`config.mk`:
```
export PLATFORM = sky130hd
export DESIGN_NAME = sliding_window_median_core
export DESIGN_NICKNAME = d
export VERILOG_FILES = /design/src/rtl/swm_pkg.sv /design/src/rtl/swm_ctrl.sv /design/src/rtl/swm_datapath.sv /design/src/rtl/sliding_window_median_core.sv
export SDC_FILE = /design/constraint.sdc
export NUM_CORES = 2
export LEC_CHECK = 0
export BUFFER_PORTS_ARGS = -buffer_cell sky130_fd_sc_hd__buf_4
export CAP_MARGIN = 15
export CORE_MARGIN = 1
export CORE_UTILIZATION = 52
export DETAILED_ROUTE_END_ITERATION = 10
export PLACE_DENSITY = 0.71
export SLEW_MARGIN = 10
export SYNTH_ARGS = -nofsm -noshare
export SYNTH_HDL_FRONTEND = slang
export SYNTH_HIERARCHICAL = 1
export SYNTH_SLANG_ARGS = --single-unit
```
`constraint.sdc`:
```
create_clock -name aclk -period 5.6 [get_ports aclk]
set_clock_uncertainty 0.15 [all_clocks]
set_input_delay 0.28 -clock aclk [delete_from_list [all_inputs] [get_ports aclk]]
set_output_delay 0.28 -clock aclk [all_outputs]
set_load 0.01 [all_outputs]
```
`src/rtl/swm_pkg.sv`:
```
// shared types and constants of the sliding window median core
`default_nettype none

package swm_pkg;

    localparam int WIN_MAX    = 16;
    localparam int IDX_W      = $clog2(WIN_MAX);
    localparam int CNT_W      = IDX_W + 1;
    localparam int SAMPLE_W   = 16;
    localparam int S_TDATA_W  = 24;
    localparam int M_TDATA_W  = 24;

    localparam logic [CNT_W-1:0] SIZE_RESET = CNT_W'(WIN_MAX);

    localparam logic KIND_PUSH   = 1'b0;
    localparam logic KIND_REMOVE = 1'b1;

    typedef struct packed {
        logic [SAMPLE_W-1:0] value;
        logic [IDX_W-1:0]    tag;
    } cell_t;

    typedef struct packed {
        logic accept;
        logic compact;
        logic insert;
        logic rd_hi;
        logic rd_lo;
        logic load_out;
    } cmd_t;

    typedef struct packed {
        logic dirty;
        logic is_push;
    } stat_t;

endpackage

`default_nettype wire

```
`src/rtl/swm_ctrl.sv`:
```
// sequencing state machine of the sliding window median core
`default_nettype none

module swm_ctrl (
    input  wire logic          aclk,
    input  wire logic          aresetn,
    input  wire logic          s_tvalid,
    output logic               s_tready,
    output logic               m_tvalid,
    input  wire logic          m_tready,
    input  swm_pkg::stat_t     stat,
    output swm_pkg::cmd_t      cmd
);

    localparam logic [2:0] ST_IDLE    = 3'd0;
    localparam logic [2:0] ST_COMPACT = 3'd1;
    localparam logic [2:0] ST_INSERT  = 3'd2;
    localparam logic [2:0] ST_RD_HI   = 3'd3;
    localparam logic [2:0] ST_RD_LO   = 3'd4;
    localparam logic [2:0] ST_FINISH  = 3'd5;

    logic [2:0] state_reg;
    logic [2:0] state_next;
    logic       m_valid_reg;
    logic       m_valid_next;

    assign s_tready = (state_reg == ST_IDLE) && !stat.dirty;
    assign m_tvalid = m_valid_reg;

    always_comb begin
        state_next   = state_reg;
        m_valid_next = m_valid_reg;
        cmd          = '0;
        if (m_valid_reg && m_tready) begin
            m_valid_next = 1'b0;
        end
        unique case (state_reg)
            ST_IDLE: begin
                cmd.compact = stat.dirty;
                cmd.accept  = s_tvalid && !stat.dirty;
                if (cmd.accept) begin
                    state_next = ST_COMPACT;
                end
            end
            ST_COMPACT: begin
                if (stat.dirty) begin
                    cmd.compact = 1'b1;
                end else if (stat.is_push) begin
                    state_next = ST_INSERT;
                end else begin
                    state_next = ST_RD_HI;
                end
            end
            ST_INSERT: begin
                cmd.insert = 1'b1;
                state_next = ST_RD_HI;
            end
            ST_RD_HI: begin
                cmd.rd_hi  = 1'b1;
                state_next = ST_RD_LO;
            end
            ST_RD_LO: begin
                cmd.rd_lo  = 1'b1;
                state_next = ST_FINISH;
            end
            ST_FINISH: begin
                if (!m_valid_reg || m_tready) begin
                    cmd.load_out = 1'b1;
                    m_valid_next = 1'b1;
                    state_next   = ST_IDLE;
                end
            end
            default: begin
                state_next = ST_IDLE;
            end
        endcase
    end

    always_ff @(posedge aclk) begin
        if (!aresetn) begin
            state_reg   <= ST_IDLE;
            m_valid_reg <= 1'b0;
        end else begin
            state_reg   <= state_next;
            m_valid_reg <= m_valid_next;
        end
    end

endmodule

`default_nettype wire

```
`src/rtl/swm_datapath.sv`:
```
// sorted sample row, ring pointers and median output register
`default_nettype none

module swm_datapath (
    input  wire logic                          aclk,
    input  wire logic                          aresetn,
    input  wire logic                          kind,
    input  wire logic [swm_pkg::SAMPLE_W-1:0]  sample,
    input  wire logic [swm_pkg::CNT_W-1:0]     remove_count,
    input  wire logic                          cfg_we,
    input  wire logic [swm_pkg::CNT_W-1:0]     cfg_wdata,
    input  swm_pkg::cmd_t                      cmd,
    output swm_pkg::stat_t                     stat,
    output logic [swm_pkg::SAMPLE_W-1:0]       median,
    output logic [swm_pkg::CNT_W-1:0]          count,
    output logic                               empty_res
);

    localparam int N  = swm_pkg::WIN_MAX;
    localparam int IW = swm_pkg::IDX_W;
    localparam int CW = swm_pkg::CNT_W;
    localparam int SW = swm_pkg::SAMPLE_W;

    swm_pkg::cell_t cells_reg [N];
    swm_pkg::cell_t cells_next [N];

    logic [CW-1:0] sorted_n_reg, sorted_n_next;
    logic [IW-1:0] head_reg, head_next;
    logic [CW-1:0] count_reg, count_next;
    logic [CW-1:0] size_reg, size_next;
    logic          kind_reg;
    logic [SW-1:0] sample_reg;
    logic [SW-1:0] hi_reg, lo_reg;
    logic [SW-1:0] median_reg;
    logic [CW-1:0] count_out_reg;
    logic          empty_reg;

    logic [N-1:0]  shift_dn;
    logic [N-1:0]  pos_ge;
    logic [N-1:0]  in_use;
    logic [N-1:0]  hole;
    logic [N-1:0]  gt;

    logic [CW-1:0] size_clamped;
    logic [CW-1:0] size_diff;
    logic [CW-1:0] drop_amt;
    logic [IW-1:0] new_tag;
    logic [IW-1:0] hi_idx, lo_idx, rd_idx;
    logic [SW-1:0] rd_val;
    logic [SW:0]   pair_sum;
    logic [SW-1:0] median_calc;

    // per-cell status
    for (genvar g = 0; g < N; g++) begin : g_stat
        logic [IW-1:0] rel;
        assign rel      = cells_reg[g].tag - head_reg;
        assign in_use[g] = CW'(g) < sorted_n_reg;
        assign hole[g]   = in_use[g] && ({1'b0, rel} >= count_reg);
        assign gt[g]     = !in_use[g] || (cells_reg[g].value > sample_reg);
    end

    always_comb begin
        logic hole_seen;
        logic gt_seen;
        hole_seen = 1'b0;
        gt_seen   = 1'b0;
        for (int i = 0; i < N; i++) begin
            hole_seen   = hole_seen | hole[i];
            gt_seen     = gt_seen | gt[i];
            shift_dn[i] = hole_seen;
            pos_ge[i]   = gt_seen;
        end
    end

    assign new_tag = head_reg + count_reg[IW-1:0];

    // row of cells: shift down over a hole, or open a slot for a new sample
    always_comb begin
        cells_next = cells_reg;
        for (int i = 0; i < N; i++) begin
            if (cmd.compact && shift_dn[i]) begin
                if (i < N - 1) begin
                    cells_next[i] = cells_reg[(i < N - 1) ? i + 1 : i];
                end
            end else if (cmd.insert && pos_ge[i]) begin
                if (i == 0) begin
                    cells_next[i].value = sample_reg;
                    cells_next[i].tag   = new_tag;
                end else if (!pos_ge[(i > 0) ? i - 1 : i]) begin
                    cells_next[i].value = sample_reg;
                    cells_next[i].tag   = new_tag;
                end else begin
                    cells_next[i] = cells_reg[(i > 0) ? i - 1 : i];
                end
            end
        end
    end

    // oldest-sample drop amount from a size write or an accepted transaction, and next size, head and counts
    always_comb begin
        if (cfg_wdata == '0) begin
            size_clamped = CW'(1);
        end else if (cfg_wdata > CW'(N)) begin
            size_clamped = CW'(N);
        end else begin
            size_clamped = cfg_wdata;
        end
        size_diff = size_reg - size_clamped;
        drop_amt  = '0;
        size_next = size_reg;
        if (cfg_we) begin
            size_next = size_clamped;
            if (size_clamped < size_reg) begin
                drop_amt = (size_diff > count_reg) ? count_reg : size_diff;
            end
        end else if (cmd.accept) begin
            if (kind == swm_pkg::KIND_PUSH) begin
                drop_amt = (count_reg == size_reg) ? CW'(1) : '0;
            end else begin
                drop_amt = (remove_count > count_reg) ? count_reg : remove_count;
            end
        end
        head_next     = head_reg + drop_amt[IW-1:0];
        count_next    = count_reg - drop_amt + CW'(cmd.insert);
        sorted_n_next = sorted_n_reg - CW'(cmd.compact) + CW'(cmd.insert);
    end

    assign stat.dirty   = sorted_n_reg != count_reg;
    assign stat.is_push = kind_reg == swm_pkg::KIND_PUSH;

    // middle element read
    assign hi_idx = count_reg[CW-1:1];
    assign lo_idx = count_reg[0] ? hi_idx : hi_idx - IW'(1);
    assign rd_idx = cmd.rd_hi ? hi_idx : lo_idx;
    assign rd_val = cells_reg[rd_idx].value;

    assign pair_sum = {1'b0, hi_reg} + {1'b0, lo_reg};

    always_comb begin
        if (count_reg == '0) begin
            median_calc = '0;
        end else if (count_reg[0]) begin
            median_calc = hi_reg;
        end else begin
            median_calc = pair_sum[SW:1];
        end
    end

    always_ff @(posedge aclk) begin
        if (!aresetn) begin
            sorted_n_reg <= '0;
            head_reg     <= '0;
            count_reg    <= '0;
            size_reg     <= swm_pkg::SIZE_RESET;
        end else begin
            sorted_n_reg <= sorted_n_next;
            head_reg     <= head_next;
            count_reg    <= count_next;
            size_reg     <= size_next;
        end
    end

    always_ff @(posedge aclk) begin
        for (int i = 0; i < N; i++) begin
            cells_reg[i] <= cells_next[i];
        end
        if (cmd.accept) begin
            kind_reg   <= kind;
            sample_reg <= sample;
        end
        if (cmd.rd_hi) begin
            hi_reg <= rd_val;
        end
        if (cmd.rd_lo) begin
            lo_reg <= rd_val;
        end
        if (cmd.load_out) begin
            median_reg    <= median_calc;
            count_out_reg <= count_reg;
            empty_reg     <= count_reg == '0;
        end
    end

    assign median    = median_reg;
    assign count     = count_out_reg;
    assign empty_res = empty_reg;

endmodule

`default_nettype wire

```
`src/rtl/sliding_window_median_core.sv`:
```
// top level of the sliding window median core
//
// input stream s_*: one transaction per item; s_tuser is the kind
// (0 push s_tdata sample, 1 drop the s_tdata remove_count oldest samples).
// output stream m_*: one transaction per input item carrying the median of
// the window after that item, the sample count, and m_tuser set when empty.
// cfg_we/cfg_wdata write the window size (0 acts as 1, above 16 as 16);
// shrinking drops the oldest samples.
// samples are kept in a sorted row of cells tagged with their ring slot.
// an item passes through compact (one hole squeezed out of the sorted row per
// cycle for each sample it drops), insert (push only), read high, read low and
// finish, which loads the result once the output register is free; the next
// item is accepted after the result is loaded; a shrinking size write keeps
// s_tready low until the samples it drops are squeezed out of the row.
// reset empties the window and sets the size to 16.
// results sit in an output register: the next item is accepted while a
// result waits, and a stalled receiver holds the following result back.
`default_nettype none

module sliding_window_median_core (
    input  wire logic                             aclk,
    input  wire logic                             aresetn,
    input  wire logic                             s_tvalid,
    output logic                                  s_tready,
    input  wire logic [swm_pkg::S_TDATA_W-1:0]    s_tdata,  // sample, remove_count, pad
    input  wire logic                             s_tuser,  // kind
    output logic                                  m_tvalid,
    input  wire logic                             m_tready,
    output logic [swm_pkg::M_TDATA_W-1:0]         m_tdata,  // median, count, pad
    output logic                                  m_tuser,  // empty_res
    input  wire logic                             cfg_we,
    input  wire logic [swm_pkg::CNT_W-1:0]        cfg_wdata
);

    localparam int SW = swm_pkg::SAMPLE_W;
    localparam int CW = swm_pkg::CNT_W;

    swm_pkg::cmd_t  cmd;
    swm_pkg::stat_t stat;

    logic [SW-1:0] median;
    logic [CW-1:0] count;
    logic          empty_res;

    swm_ctrl u_ctrl (
        .aclk     (aclk),
        .aresetn  (aresetn),
        .s_tvalid (s_tvalid),
        .s_tready (s_tready),
        .m_tvalid (m_tvalid),
        .m_tready (m_tready),
        .stat     (stat),
        .cmd      (cmd)
    );

    swm_datapath u_datapath (
        .aclk         (aclk),
        .aresetn      (aresetn),
        .kind         (s_tuser),
        .sample       (s_tdata[SW-1:0]),
        .remove_count (s_tdata[SW+CW-1:SW]),
        .cfg_we       (cfg_we),
        .cfg_wdata    (cfg_wdata),
        .cmd          (cmd),
        .stat         (stat),
        .median       (median),
        .count        (count),
        .empty_res    (empty_res)
    );

    assign m_tdata = {{(swm_pkg::M_TDATA_W - SW - CW){1'b0}}, count, median};
    assign m_tuser = empty_res;

endmodule

`default_nettype wire
```
==> impl_results.md <==
- Status: completed
- Post-Syn Area: around 33000 µm²
- Starting DRT DRC Count: roughly 3300
- DR pass1 iterations: 6
- CTS tree: done
- Max Slew Vio Count: 0
- Critical Path AT: between 5 and 6 ns
- Area Growth Syn to Fin: 11.2%
- Worst path most repeated cell: ha_1
- Setup bufs post-CTS: 0
- Drt drc: 0
- Vias/cell: around 6.5
- Synth cell types: 79
- Post-detail-place hpwl: between 70000 and 80000 µm
- Initial Utilization: 0.528
- Clock buffer depth: 3
- Row cnt: roughly 90
- Min Tclk post-route: between 5 and 6 ns
- Hold Crit Class: in2reg
- Actual slew at the worst max-slew pin: about 1.0 ns
- Share of layout cells above drive strength 1: 0.107
- Root Driver: clkbuf_16
- Ys async rst share: 0
- Post-Place Worst Slack: 0.541 ns
- Pin count of the biggest net entering global routing: roughly 110
- Max reg flops: 320
- Post-route setup TNS: 0 ns
- CP max-delay cell: dlygate4sd3_1
- Yosys warns: 6
- Port buffer count: 55
- Clk pin slew, worst setup/hold paths: around 0.060 ns
- Synth area leaders: edfxtp_1, ha_1, mux2i_1
- Full die area: between 60000 and 70000 µm²
- Core area: between 60000 and 70000 µm²
- Most instantiated cells after synthesis: ha_1, edfxtp_1, nand2_1
- Hold Violations, Final: 0
- Chip Width: 256 µm
- DP Area: about 35000 µm²
- Initial antenna violation count: 1
- First-pass GRT wire length: between 150000 and 200000 µm
- Final Cycle Share: 0.914
- CP Buf/Inv Count: 4
- Total vias in the final route: about 28000
- Worst-Skew Late Latency: 0.61 ns
- DIE HEIGHT: roughly 260 µm
- Routed Antenna Nets: 0
- Worst R2R Start: u_datapath/sample_reg[13]$_DFFE_PP_
- Most frequent cell after synthesis: ha_1
- Area share of the leading cell type in the synthesized netlist: 0.351
- Relative slew slack: 0.327
- PnR worst setup slack: 0.483 ns
- Max Clock Freq: slightly below 200 MHz
- HP Start: s_tdata[20]
- Tot GR Track Use: 0.307
- Slowest cell delay on critical path: 0.55 ns
- Routability cong.: roughly 0.97
- Post-synthesis sequential area ratio: 0.365
- Crit path max-delay family: adder cells
- Kind of start point of the critical path: primary input
- Drt wl/cell: 23.6 µm
- IO Count: 62
- Setup crit start: cfg_wdata[1]
- Crit-path max FO: 6
- RSZ-0062 raised after global routing: no
- Setup violators final: 0
- Syn_area_per_cell: between 9 and 10 µm²
- CTS H-tree lvls: 2
- Mapped Cells: 3403
- Max-cap violations: 0
- Final Instance Area: around 37000 µm²
- Crit Path Category: in2reg
- Critical Path End Type: register
- Post-layout nets: 3927
- Vias in the first global route: roughly 27000
- #FFs+latches synth: ~410
- Total CTS buffers: 48
- Number of synthesized flops with an enable pin: slightly below 400
- TritonCTS Sinks: just over 400
- Critical Path RT: roughly 6 ns
- Total wire length: 102000 µm
- Ys flop type: edfxtp_1
- Area leader, netlist: edfxtp_1
- Aggregate global routing overflow: 0
## worst paths after layout
kind | to | slack (ns) | depth (start not counted)
setup / recovery | u_datapath/count_reg[4]$_SDFF_PN0_ | 0.48 | 25
hold / removal | u_datapath/count_reg[4]$_SDFF_PN0_ | 0.15 | 4
setup reg to reg | u_datapath/cells_reg[133]$_DFFE_PP_ | 0.51 | 10
hold reg to reg | u_ctrl/m_tvalid$_SDFF_PN0_ | 0.43 | 2
## cells in the final DEF (no fill, tap or decap), types with 11 or more instances in the layout
| master | netlist | layout |
|---|---|---|
| ha_1 | 425 | 425 |
| edfxtp_1 | 391 | 391 |
| nand2_1 | 333 | 333 |
| a21oi_1 | 249 | 246 |
| mux2i_1 | 188 | 187 |
| nor2_1 | 174 | 173 |
| buf_4 | 7 | 168 |
| o21ai_0 | 148 | 144 |
| inv_1 | 137 | 137 |
| nand4_1 | 107 | 107 |
| o211ai_1 | 94 | 94 |
| nand3_1 | 89 | 89 |
| a31oi_1 | 78 | 77 |
| a21o_1 | 74 | 73 |
| a211oi_1 | 64 | 62 |
| xnor2_1 | 63 | 61 |
| mux2_2 | 60 | 60 |
| clkbuf_16 | 0 | 53 |
| nor3_1 | 52 | 51 |
| and2_1 | 42 | 43 |
| dlygate4sd3_1 | 0 | 36 |
| o311ai_0 | 34 | 34 |
| o31ai_1 | 38 | 33 |
| nand2b_1 | 25 | 25 |
| dfxtp_1 | 23 | 22 |
| xor2_1 | 22 | 22 |
| fa_1 | 22 | 22 |
| nor2b_1 | 20 | 19 |
| mux2_1 | 17 | 17 |
| a311oi_1 | 18 | 17 |
| mux4_2 | 15 | 15 |
| o21a_1 | 13 | 13 |
| clkinv_2 | 0 | 11 |
| a211o_1 | 11 | 11 |
| and4_1 | 12 | 11 |
## metal layers
layer / GRT usage / routed length, µm
met5: 0 / 19
met4: 0.146 / 4990
met3: 0.0449 / 8160
met2: 0.481 / 45900
met1: 0.419 / 42900
## final cells by class
cell class	instances	area, µm²
Tap cell	846	1060
Timing Repair Buffer	216	1840
Clock inverter	26	178
Antenna cell	2	5.00
Sequential cell	414	12200
Fill cell	5451	26100
Inverter	137	514
Clock buffer	61	1360
Multi-Input combinational cell	2628	20000
## worst min-delay path, stage by stage
cell	delay (ns)
buf_4	0.10
mux2i_1	0.06
o22ai_1	0.23
mux2_2	0.19
## repair_timing
item | 4_1_cts | 5_1_grt
hold endpoints to repair | 33 | 0
resized for setup | 0 | 0
hold buffers | 36 | 0
## stage by stage
stage	cells	hold WS, ns	utilization
2_1_floorplan	3405	0.192	-
3_3_place_gp	4200	0.308	0.556
3_5_place_dp	4200	0.309	0.556
4_1_cts	4323	0.107	0.586
5_1_grt	4328	0.179	0.587
6_report	4330	0.147	0.587
## kinds of logic after synthesis
logic type / count (synthesis) / share of synthesized area
multiplexers: 280 / 0.0923
adder cells (fa/ha/maj): 447 / 0.172
buffers and inverters: 363 / 0.0428
other: 1 / 0.000112
XOR/XNOR: 85 / 0.0223
AND/OR/NAND/NOR: 909 / 0.130
flip-flops: 414 / 0.365
AO/OA/AOI/OAI: 904 / 0.176
Power is not shown: default switching activity piles up to over one toggle a cycle in this logic, so the estimate is an artifact.
